### src/rtl/arpc_pkg.sv
// ----------------------------------------------------------------------------
// arpc_pkg
// Types and constants shared by the address cache core and its testbench.
// ----------------------------------------------------------------------------
package arpc_pkg;

   localparam int DEFAULT_ENTRIES = 16;

   localparam logic [7:0]  OCTET_BCAST = 8'hFF;
   localparam logic [31:0] BCAST_IP    = 32'hFFFF_FFFF;
   localparam logic [47:0] MAC_ONES    = 48'hFFFF_FFFF_FFFF;

   localparam logic CMD_UPDATE = 1'b0;
   localparam logic CMD_LOOKUP = 1'b1;

   localparam logic [1:0] STATUS_INSERTED  = 2'd0;
   localparam logic [1:0] STATUS_REFRESHED = 2'd1;
   localparam logic [1:0] STATUS_IGNORED   = 2'd2;
   localparam logic [1:0] STATUS_FULL      = 2'd3;
   localparam logic [1:0] STATUS_LOOKUP    = 2'd0;

   typedef enum logic [1:0] {
      ST_IDLE,
      ST_SCAN,
      ST_REPLY
   } state_type;

   typedef struct packed {
      logic        command;
      logic [31:0] ip_addr;
      logic [47:0] mac_in;
   } req_type;

   typedef struct packed {
      logic [1:0]  status;
      logic        hit;
      logic [47:0] mac_out;
   } rsp_type;

   typedef struct packed {
      logic [31:0] ip;
      logic [47:0] mac;
   } entry_type;

endpackage

### src/rtl/arpc_ram.sv
// ----------------------------------------------------------------------------
// arpc_ram
// Generic single-write, single-read RAM with registered read data.
// ----------------------------------------------------------------------------
module arpc_ram #(
   parameter  int WIDTH = 8,
   parameter  int DEPTH = 16,
   localparam int AW    = (DEPTH > 1) ? $clog2(DEPTH) : 1
) (
   input  logic             clock,
   input  logic             wr_en,
   input  logic [AW-1:0]    wr_addr,
   input  logic [WIDTH-1:0] wr_data,
   input  logic [AW-1:0]    rd_addr,
   output logic [WIDTH-1:0] rd_data
);

   logic [WIDTH-1:0] mem [DEPTH];
   logic [WIDTH-1:0] rd_data_ff;

   always_ff @(posedge clock) begin
      if (wr_en) begin
         mem[wr_addr] <= wr_data;
      end
      rd_data_ff <= mem[rd_addr];
   end

   assign rd_data = rd_data_ff;

endmodule

### src/rtl/arp_address_cache_core.sv
// ----------------------------------------------------------------------------
// arp_address_cache_core
// Bounded IPv4 to MAC address table with update and lookup commands.
//
// A command beat is taken when start is high and busy is low. An update
// stores or refreshes the MAC for an address; a lookup reports hit and MAC.
// Updates for address zero or an x.x.x.255 address are ignored; a lookup of
// 255.255.255.255 hits with an all-ones MAC. Each command gives exactly one
// result beat: rsp_valid is high for one cycle with rsp_data.
// Ignored updates and broadcast lookups answer in the cycle after the start
// beat. Other commands scan the filled entries through one RAM read port and
// one address comparator, one entry per cycle; a hit ends the scan at the
// first matching entry, a miss ends it after the last filled entry. busy stays
// high until the result beat has been shown; a new start is taken the cycle after.
// Entries fill from index zero and are never removed, so a fill count marks
// which entries are live. Reset empties the table at once, with no sweep.
// The receiver cannot stall: each result beat is taken in the cycle shown.
// ----------------------------------------------------------------------------
module arp_address_cache_core #(
   parameter int ENTRIES = arpc_pkg::DEFAULT_ENTRIES
) (
   input  logic              clock,
   input  logic              reset,
   input  logic              start,
   output logic              busy,
   input  arpc_pkg::req_type req_data,
   output logic              rsp_valid,
   output arpc_pkg::rsp_type rsp_data
);

   localparam int AW = $clog2(ENTRIES);
   localparam int CW = $clog2(ENTRIES + 1);
   localparam int EW = $bits(arpc_pkg::entry_type);

   arpc_pkg::state_type state_ff, state_in;
   arpc_pkg::req_type   req_ff, req_in;
   arpc_pkg::rsp_type   rsp_ff, rsp_in;
   logic [CW-1:0]       count_ff, count_in;
   logic [CW-1:0]       scan_ff, scan_in;
   logic                pend_ff, pend_in;
   logic [AW-1:0]       pend_idx_ff, pend_idx_in;

   logic                ram_wr_en;
   logic [AW-1:0]       ram_wr_addr;
   arpc_pkg::entry_type ram_wr_entry;
   logic [AW-1:0]       ram_rd_addr;
   logic [EW-1:0]       ram_rd_raw;
   arpc_pkg::entry_type rd_entry;

   logic quick;
   logic found;
   logic exhausted;
   logic is_bcast_lookup;
   logic is_ignored_update;

   arpc_ram #(
      .WIDTH (EW),
      .DEPTH (ENTRIES)
   ) u_entry_ram (
      .clock   (clock),
      .wr_en   (ram_wr_en),
      .wr_addr (ram_wr_addr),
      .wr_data (EW'(ram_wr_entry)),
      .rd_addr (ram_rd_addr),
      .rd_data (ram_rd_raw)
   );

   assign rd_entry = arpc_pkg::entry_type'(ram_rd_raw);

   assign is_bcast_lookup   = (req_data.command == arpc_pkg::CMD_LOOKUP)
                              && (req_data.ip_addr == arpc_pkg::BCAST_IP);
   assign is_ignored_update = (req_data.command == arpc_pkg::CMD_UPDATE)
                              && ((req_data.ip_addr == 32'd0)
                                  || (req_data.ip_addr[7:0] == arpc_pkg::OCTET_BCAST));
   assign quick     = is_bcast_lookup || is_ignored_update;
   assign found     = pend_ff && (rd_entry.ip == req_ff.ip_addr);
   assign exhausted = !pend_ff && (scan_ff == count_ff);

   // next state
   always_comb begin
      state_in = state_ff;
      case (state_ff)
         arpc_pkg::ST_IDLE: begin
            if (start) begin
               state_in = quick ? arpc_pkg::ST_REPLY : arpc_pkg::ST_SCAN;
            end
         end
         arpc_pkg::ST_SCAN: begin
            if (found || exhausted) begin
               state_in = arpc_pkg::ST_REPLY;
            end
         end
         arpc_pkg::ST_REPLY: begin
            state_in = arpc_pkg::ST_IDLE;
         end
         default: begin
            state_in = arpc_pkg::ST_IDLE;
         end
      endcase
   end

   // datapath and outputs
   always_comb begin
      req_in       = req_ff;
      rsp_in       = rsp_ff;
      count_in     = count_ff;
      scan_in      = scan_ff;
      pend_in      = 1'b0;
      pend_idx_in  = pend_idx_ff;
      ram_wr_en    = 1'b0;
      ram_wr_addr  = pend_idx_ff;
      ram_wr_entry = '{ip: req_ff.ip_addr, mac: req_ff.mac_in};
      ram_rd_addr  = scan_ff[AW-1:0];
      case (state_ff)
         arpc_pkg::ST_IDLE: begin
            if (start) begin
               req_in         = req_data;
               scan_in        = '0;
               rsp_in.status  = (req_data.command == arpc_pkg::CMD_UPDATE)
                                ? arpc_pkg::STATUS_IGNORED : arpc_pkg::STATUS_LOOKUP;
               rsp_in.hit     = is_bcast_lookup;
               rsp_in.mac_out = is_bcast_lookup ? arpc_pkg::MAC_ONES : 48'd0;
            end
         end
         arpc_pkg::ST_SCAN: begin
            if (scan_ff != count_ff) begin
               pend_in     = 1'b1;
               pend_idx_in = scan_ff[AW-1:0];
               scan_in     = scan_ff + 1'b1;
            end
            if (found) begin
               if (req_ff.command == arpc_pkg::CMD_LOOKUP) begin
                  rsp_in = '{status: arpc_pkg::STATUS_LOOKUP, hit: 1'b1,
                             mac_out: rd_entry.mac};
               end else begin
                  ram_wr_en   = 1'b1;
                  ram_wr_addr = pend_idx_ff;
                  rsp_in = '{status: arpc_pkg::STATUS_REFRESHED, hit: 1'b0,
                             mac_out: 48'd0};
               end
            end else if (exhausted) begin
               if (req_ff.command == arpc_pkg::CMD_LOOKUP) begin
                  rsp_in = '{status: arpc_pkg::STATUS_LOOKUP, hit: 1'b0,
                             mac_out: 48'd0};
               end else if (count_ff != CW'(ENTRIES)) begin
                  ram_wr_en   = 1'b1;
                  ram_wr_addr = count_ff[AW-1:0];
                  count_in    = count_ff + 1'b1;
                  rsp_in = '{status: arpc_pkg::STATUS_INSERTED, hit: 1'b0,
                             mac_out: 48'd0};
               end else begin
                  rsp_in = '{status: arpc_pkg::STATUS_FULL, hit: 1'b0,
                             mac_out: 48'd0};
               end
            end
         end
         arpc_pkg::ST_REPLY: begin
         end
         default: begin
         end
      endcase
   end

   always_ff @(posedge clock) begin
      if (reset) begin
         state_ff <= arpc_pkg::ST_IDLE;
         count_ff <= '0;
         scan_ff  <= '0;
         pend_ff  <= 1'b0;
      end else begin
         state_ff <= state_in;
         count_ff <= count_in;
         scan_ff  <= scan_in;
         pend_ff  <= pend_in;
      end
   end

   always_ff @(posedge clock) begin
      req_ff      <= req_in;
      rsp_ff      <= rsp_in;
      pend_idx_ff <= pend_idx_in;
   end

   assign busy      = (state_ff != arpc_pkg::ST_IDLE);
   assign rsp_valid = (state_ff == arpc_pkg::ST_REPLY);
   assign rsp_data  = rsp_ff;

   a_reply_then_idle: assert property (@(posedge clock) disable iff (reset)
      rsp_valid |=> !busy)
      else $error("result beat not followed by idle");

   a_count_bound: assert property (@(posedge clock) disable iff (reset)
      count_ff <= CW'(ENTRIES))
      else $error("fill count beyond table size");

   a_start_busy: assert property (@(posedge clock) disable iff (reset)
      (start && !busy) |=> busy)
      else $error("command beat did not raise busy");

   a_hit_status: assert property (@(posedge clock) disable iff (reset)
      (rsp_valid && rsp_data.hit) |-> (rsp_data.status == arpc_pkg::STATUS_LOOKUP))
      else $error("hit with nonzero status");

   a_miss_mac: assert property (@(posedge clock) disable iff (reset)
      (rsp_valid && !rsp_data.hit) |-> (rsp_data.mac_out == 48'd0))
      else $error("mac on a miss");

endmodule

### config.mk
export PLATFORM = sky130hd
export DESIGN_NAME = arp_address_cache_core
export DESIGN_NICKNAME = d
export VERILOG_FILES = /design/src/rtl/arpc_pkg.sv /design/src/rtl/arpc_ram.sv /design/src/rtl/arp_address_cache_core.sv
export SDC_FILE = /design/constraint.sdc
export NUM_CORES = 1
export LEC_CHECK = 0
export BUFFER_PORTS_ARGS = -buffer_cell sky130_fd_sc_hd__buf_2
export CAP_MARGIN = 0
export CORE_ASPECT_RATIO = 1.5
export CORE_UTILIZATION = 40
export CTS_CLUSTER_SIZE = 25
export DETAILED_ROUTE_END_ITERATION = 16
export PLACE_DENSITY = 0.56
export SLEW_MARGIN = 20
export SYNTH_ARGS = -nofsm -noshare
export SYNTH_HDL_FRONTEND = slang
export SYNTH_SLANG_ARGS = --single-unit
### constraint.sdc
create_clock -name clock -period 9.5 [get_ports clock]
set_input_delay 0 -clock clock [delete_from_list [all_inputs] [get_ports clock]]
set_output_delay 0 -clock clock [all_outputs]
set_load 0.01 [all_outputs]
== Word-level counts from Yosys, hierarchy flattened ==
Memory sizes are Yosys's and may differ from the RTL's. A register that Yosys moved wholly into a read port is not among the register bits.
Index checks and enable logic that the tools add are counted.
Operators by class
  add/subtract/negate cells: 2
  equal/unequal tests: 12
  mux-type cells: 30
  bitwise gates (word level): 4
  reduce and logical (&&, ||, !) cells: 19
Operator list (count)
  51-bit 2-to-1 mux: 5
  51-bit one-hot mux with 2 select lines: 1
  50-bit 2-to-1 mux: 1
  48-bit 2-to-1 mux: 1
  32-bit == test: 1
  32-bit == test, second input constant: 1
  32-bit zero test: 1
  4-bit 2-to-1 mux: 5
  5-bit by 1-bit adder with 5-bit output, second input constant: 2
  5-bit 2-to-1 mux: 2
  5-bit one-hot mux with 2 select lines: 1
  1-bit 2-to-1 mux: 9
  8-bit == test, second input constant: 1
  2-bit 2-to-1 mux: 4
  2-bit != test, second input constant: 3
  2-bit AND reduction: 3
  3-bit AND reduction: 2
  5-bit == test: 1
  5-bit != test: 1
  5-bit != test, second input constant: 1
  5-bit AND reduction: 1
  1-bit logical AND: 4
  1-bit NOT: 4
  2-bit one-hot mux with 2 select lines: 1
  other kinds (8): 11
Storage, ports and cells
  register bits: 149
  memory bits (writable): 1280
  output and inout port bits: 53
  memories kept: 1
Memories
  u_entry_ram.mem: depth 16, bits a word 80, read ports 1, clocked after Yosys merged registers in 1, wr ports 1, RTL line arpc_ram.sv:18  | logic [WIDTH-1:0] mem [DEPTH];

== Logic depth before layout (Yosys ltp) ==
  depth after elaboration: 8
  depth in mapped cells: 9
  gate-level depth less buffers: 8

== By module ==
From an unflattened synthesis, not the netlist that was laid out.
Second synthesis, totals
  cell total of the unflattened synthesis: 2476
  area, all modules: 55450.7 µm²
By module, submodules not included
  arpc_ram: instances 1, cells an instance 2054, area each 49437.4 µm²
  arp_address_cache_core: instances 1, cells an instance 422, area each 6013.3 µm²

== Worst setup path after synthesis ==
OpenSTA, ideal clock, no wires.
  kind: register -> register
  start point: register req_ff, in the netlist ram_wr_entry[67]
  end point: memory u_entry_ram.mem[13][0] (netlist name) (enable)
  setup time: 0.616 ns
  arrival: 7.457 ns
  slack: 1.426 ns
  stages on the path, launching flop included: 7
  buffers on the path: 0
  period minus slack after synthesis: 8.074 ns
  path through: edfxtp_1 xnor2_1 o211ai_1 or4_4 nor4b_4 a22oi_1 nor3_1
On the way
  word-level cells in the longest chain between the ends: 6
RTL lines
  start, declared: RTL line arp_address_cache_core.sv:36  | arpc_pkg::req_type req_ff, req_in;
  start signal, assigned: RTL line arp_address_cache_core.sv:179  | req_ff <= req_in;
  32-bit == test (*): RTL line arp_address_cache_core.sv:76  | assign found = pend_ff && (rd_entry.ip == req_ff.ip_addr);
  1-bit logical AND (*): RTL line arp_address_cache_core.sv:76
  1-bit 2-to-1 mux: RTL line arp_address_cache_core.sv:131  | if (found) begin
  1-bit 2-to-1 mux: RTL line arp_address_cache_core.sv:114  | case (state_ff)
  1-bit 2-to-1 mux: RTL line arpc_ram.sv:22  | if (wr_en) begin
  1-bit 2-to-1 mux (implied by the code): RTL line arpc_ram.sv:23  | mem[wr_addr] <= wr_data;
  end, declared: RTL line arpc_ram.sv:18
Every way passes the cells marked *; elsewhere a longest branch is shown, timed or not.

== Final worst setup path ==
  start point: register req_ff, in the netlist ram_wr_entry[51]
  end point: memory u_entry_ram.mem[6][1] (netlist name) (enable)
Same word-level chain as after synthesis.

==> impl_metrics.csv <==
group,metric,value,unit
pwr,p_leak,20.5,nW
route,vias,24857,
sta,fin_tns_setup,0,ns
yosys,synth_warnings,0,
sta,setup_viol,0,
placed_design,dpl.hpwl,69.3,mm
floorplanning,coreArea,137000,sq um
worst_setup_path,worstPathRequired,9.87,ns
sta,clock_skew,0.0330,ns
layout,drive_above_1_share,30.4,%
sta,finalHoldViolCount,0,
clock_tree,cts_tree,"built",
sta,min_period,4.77,ns
yosys,synth_cells,2252,
run,cap_violations,0,
clock_tree,htreeDepth,4,
layout,syn2layout_area_growth,16.4,%
clock_tree,cts_num_sinks,1509,
clock_tree,cts_setup_buffers,0,
sta,max_freq,210,MHz
route,ant_nets,0,
yosys,synth_area_per_cell,24.6,sq um
outcome,outcome,"finished, final reports clean",
worst_setup_path,criticalPathCategory,"flop to flop",
sta,slew_headroom,28.5,%
global_route,grt_max_degree,91,
clock_tree,ctsRootBufferMaster,"clkbuf_16",
floorplanning,rows,166,
sta,slew_violations,0,
sta,worstMarginPinSlew,1.07,ns
yosys,synthFlopType,"edfxtp_1",
sta,fin_crit_sh,50.2,%
global_route,gr-usage-all-layers,18.6,%
floorplanning,fp.dieW,306,microns
yosys,synthDistinctLibCells,54,
clock_tree,ctsHoldBuffers,142,
clock_tree,cts_buffer_depth,3,
floorplanning,initial_core_util,40.5,%
floorplanning,die-area,140000,sq um
placed_design,dp.cells,4102,
layout,fillers,11014,
clock_tree,cts_resized,0,
pwr,power,13.9,mW
clock_tree,clk_latency,0.78,ns
worst_setup_path,path_max_fanout,52,
yosys,ys_ff_latch,1509,
global_route,grt_pass1_wl,187,mm
route,drt_wl_total,128,mm
clock_tree,clk_pin_slew_worst_paths,0.06,ns
global_route,grt_pass1_vias,26753,
yosys,synth_edf_count,1416,
layout,fin_util,47.2,%
yosys,syn-cell-area,55400,sq um
pwr,vdd_drop_max,0.000174,V
global_route,antenna_found_initial,4,
global_route,grt_overflow,0,
pwr,power-per-cell-area,215,nW/um^2
placed_design,port_buffers,136,
route,routed_via_density,5.52,
layout,layout_commonest_cell,"edfxtp_1",
placed_design,place.gp.congestion,0.775,
sta,rsz0062_at_grt,"no",
worst_setup_path,end_kind,"flop",
worst_setup_path,r2r_slack,4.73,ns
route,wl_per_cell,28.4,microns
layout,layout.cells.most_common_list,"edfxtp_1 (1416), mux4_2 (400), clkbuf_16 (146)",
route,dr.first_iter.drc_count,1989,
route,first_pass_iters,5,
yosys,synthesis.nets,2339,
worst_setup_path,worst_ep_arrival_time,5.15,ns
min_path,hold_class,"primary input to flop",
yosys,synth-async-reset-ratio,0,%
floorplanning,die_h,458,microns
worst_setup_path,cp-start-kind,"flop",
clock_tree,numCtsBuffers,140,
layout,final_nets,2710,
route,drc,0,
yosys,ys_seq_area_share,80.1,%
layout,finalNonFillerCells,4506,
floorplanning,pin_count,137,
==> synthesized netlist by cell type, drive strengths merged, types with 5 or more instances <==
cell	instances	area, sq um
a21o	48	360
a21oi	5	25.0
and3	5	31.3
buf	46	240
clkbuf	60	225
dfxtp	93	1860
edfxtp	1416	42500
inv	15	56.3
mux4	400	9010
nand3	7	35.0
nand4	11	68.8
nor2	18	67.6
nor2b	6	37.5
nor3	24	120
nor4	13	81.3
xnor2	8	70.1
xor2	22	193
==> cell type report <==
type / count / area, sq um / area share (%)
Clock inverter: 53 / 542 / 0.839
Multi-Input combinational cell: 622 / 10600 / 16.5
Antenna cell: 3 / 7.51 / 0.0116
Tap cell: 1764 / 2210 / 3.42
Timing Repair Buffer: 335 / 2560 / 3.97
Clock buffer: 205 / 4140 / 6.41
Sequential cell: 1509 / 44400 / 68.8
Inverter: 15 / 58.8 / 0.0911
==> flip-flops by register name (all words and copies together), names as in the netlist <==
name and count:
count_ff 5, pend_ff 1, pend_idx_ff 4, ram_wr_entry 80, req_ff 1, rsp_data 51
scan_ff 5, state_ff 2, u_entry_ram.mem 1280, u_entry_ram.rd_data 80
==> logic make-up after synthesis <==
group	share of synthesized area [%]
AOI/OAI and AO/OA	1.06
xor gates and xnor gates	0.474
adders and majority gates	0.0677
buffers and inverters	0.941
DFF	80.1
muxes	16.3
and+or+nand+nor	1.12
==> worst max-delay path, stage by stage (launching register included) <==
cell	delay, ns
edfxtp_1	0.61
xnor2_1	0.50
nand4_1	0.33
or4_4	0.50
nor4b_4	0.42
a22oi_1	0.40
nor3_2	0.32
buf_4	0.39
buf_4	0.86
==> layer usage <==
metal / vias up / GRT usage [%] / share of wire (%)
met2: 721 / 31.3 / 51
met1: 13592 / 25.3 / 42
met5: - / 0 / 0
met3: 154 / 2.61 / 4.8
met4: 0 / 5.31 / 2.1
li1: 10390 / - / -
==> power breakdown <==
part           switching, mW  internal (mW)  leakage [nW]
combinational          0.269          0.222          4.51
sequential             0.180           7.49          13.6
clock                   2.41           3.28          2.30
total                   2.86           11.0          20.5
==> final timing paths <==
| check | from | end | cells past startpoint |
|---|---|---|---|
| min reg2reg | u_entry_ram.rd_data[38] | rsp_data[38] | 1 |
| max | ram_wr_entry[51] | u_entry_ram.mem[6][1] | 8 |
| min | req_data[0] | ram_wr_entry[0] | 2 |
| max reg2reg | ram_wr_entry[51] | u_entry_ram.mem[6][1] | 8 |
==> through the flow <==
stage               hold slack [ns]  worst slack (ns)  area (sq um)
global route                 0.0378              4.50         64500
finish                       0.0399              4.73         64500
CTS                          0.0106              4.65         64500
floorplan                    0.0989              1.43         55400
global placement              0.178              4.73         58400
detailed placement            0.178              4.67         58400
No activity file was read; power rests on OpenSTA's default activity.
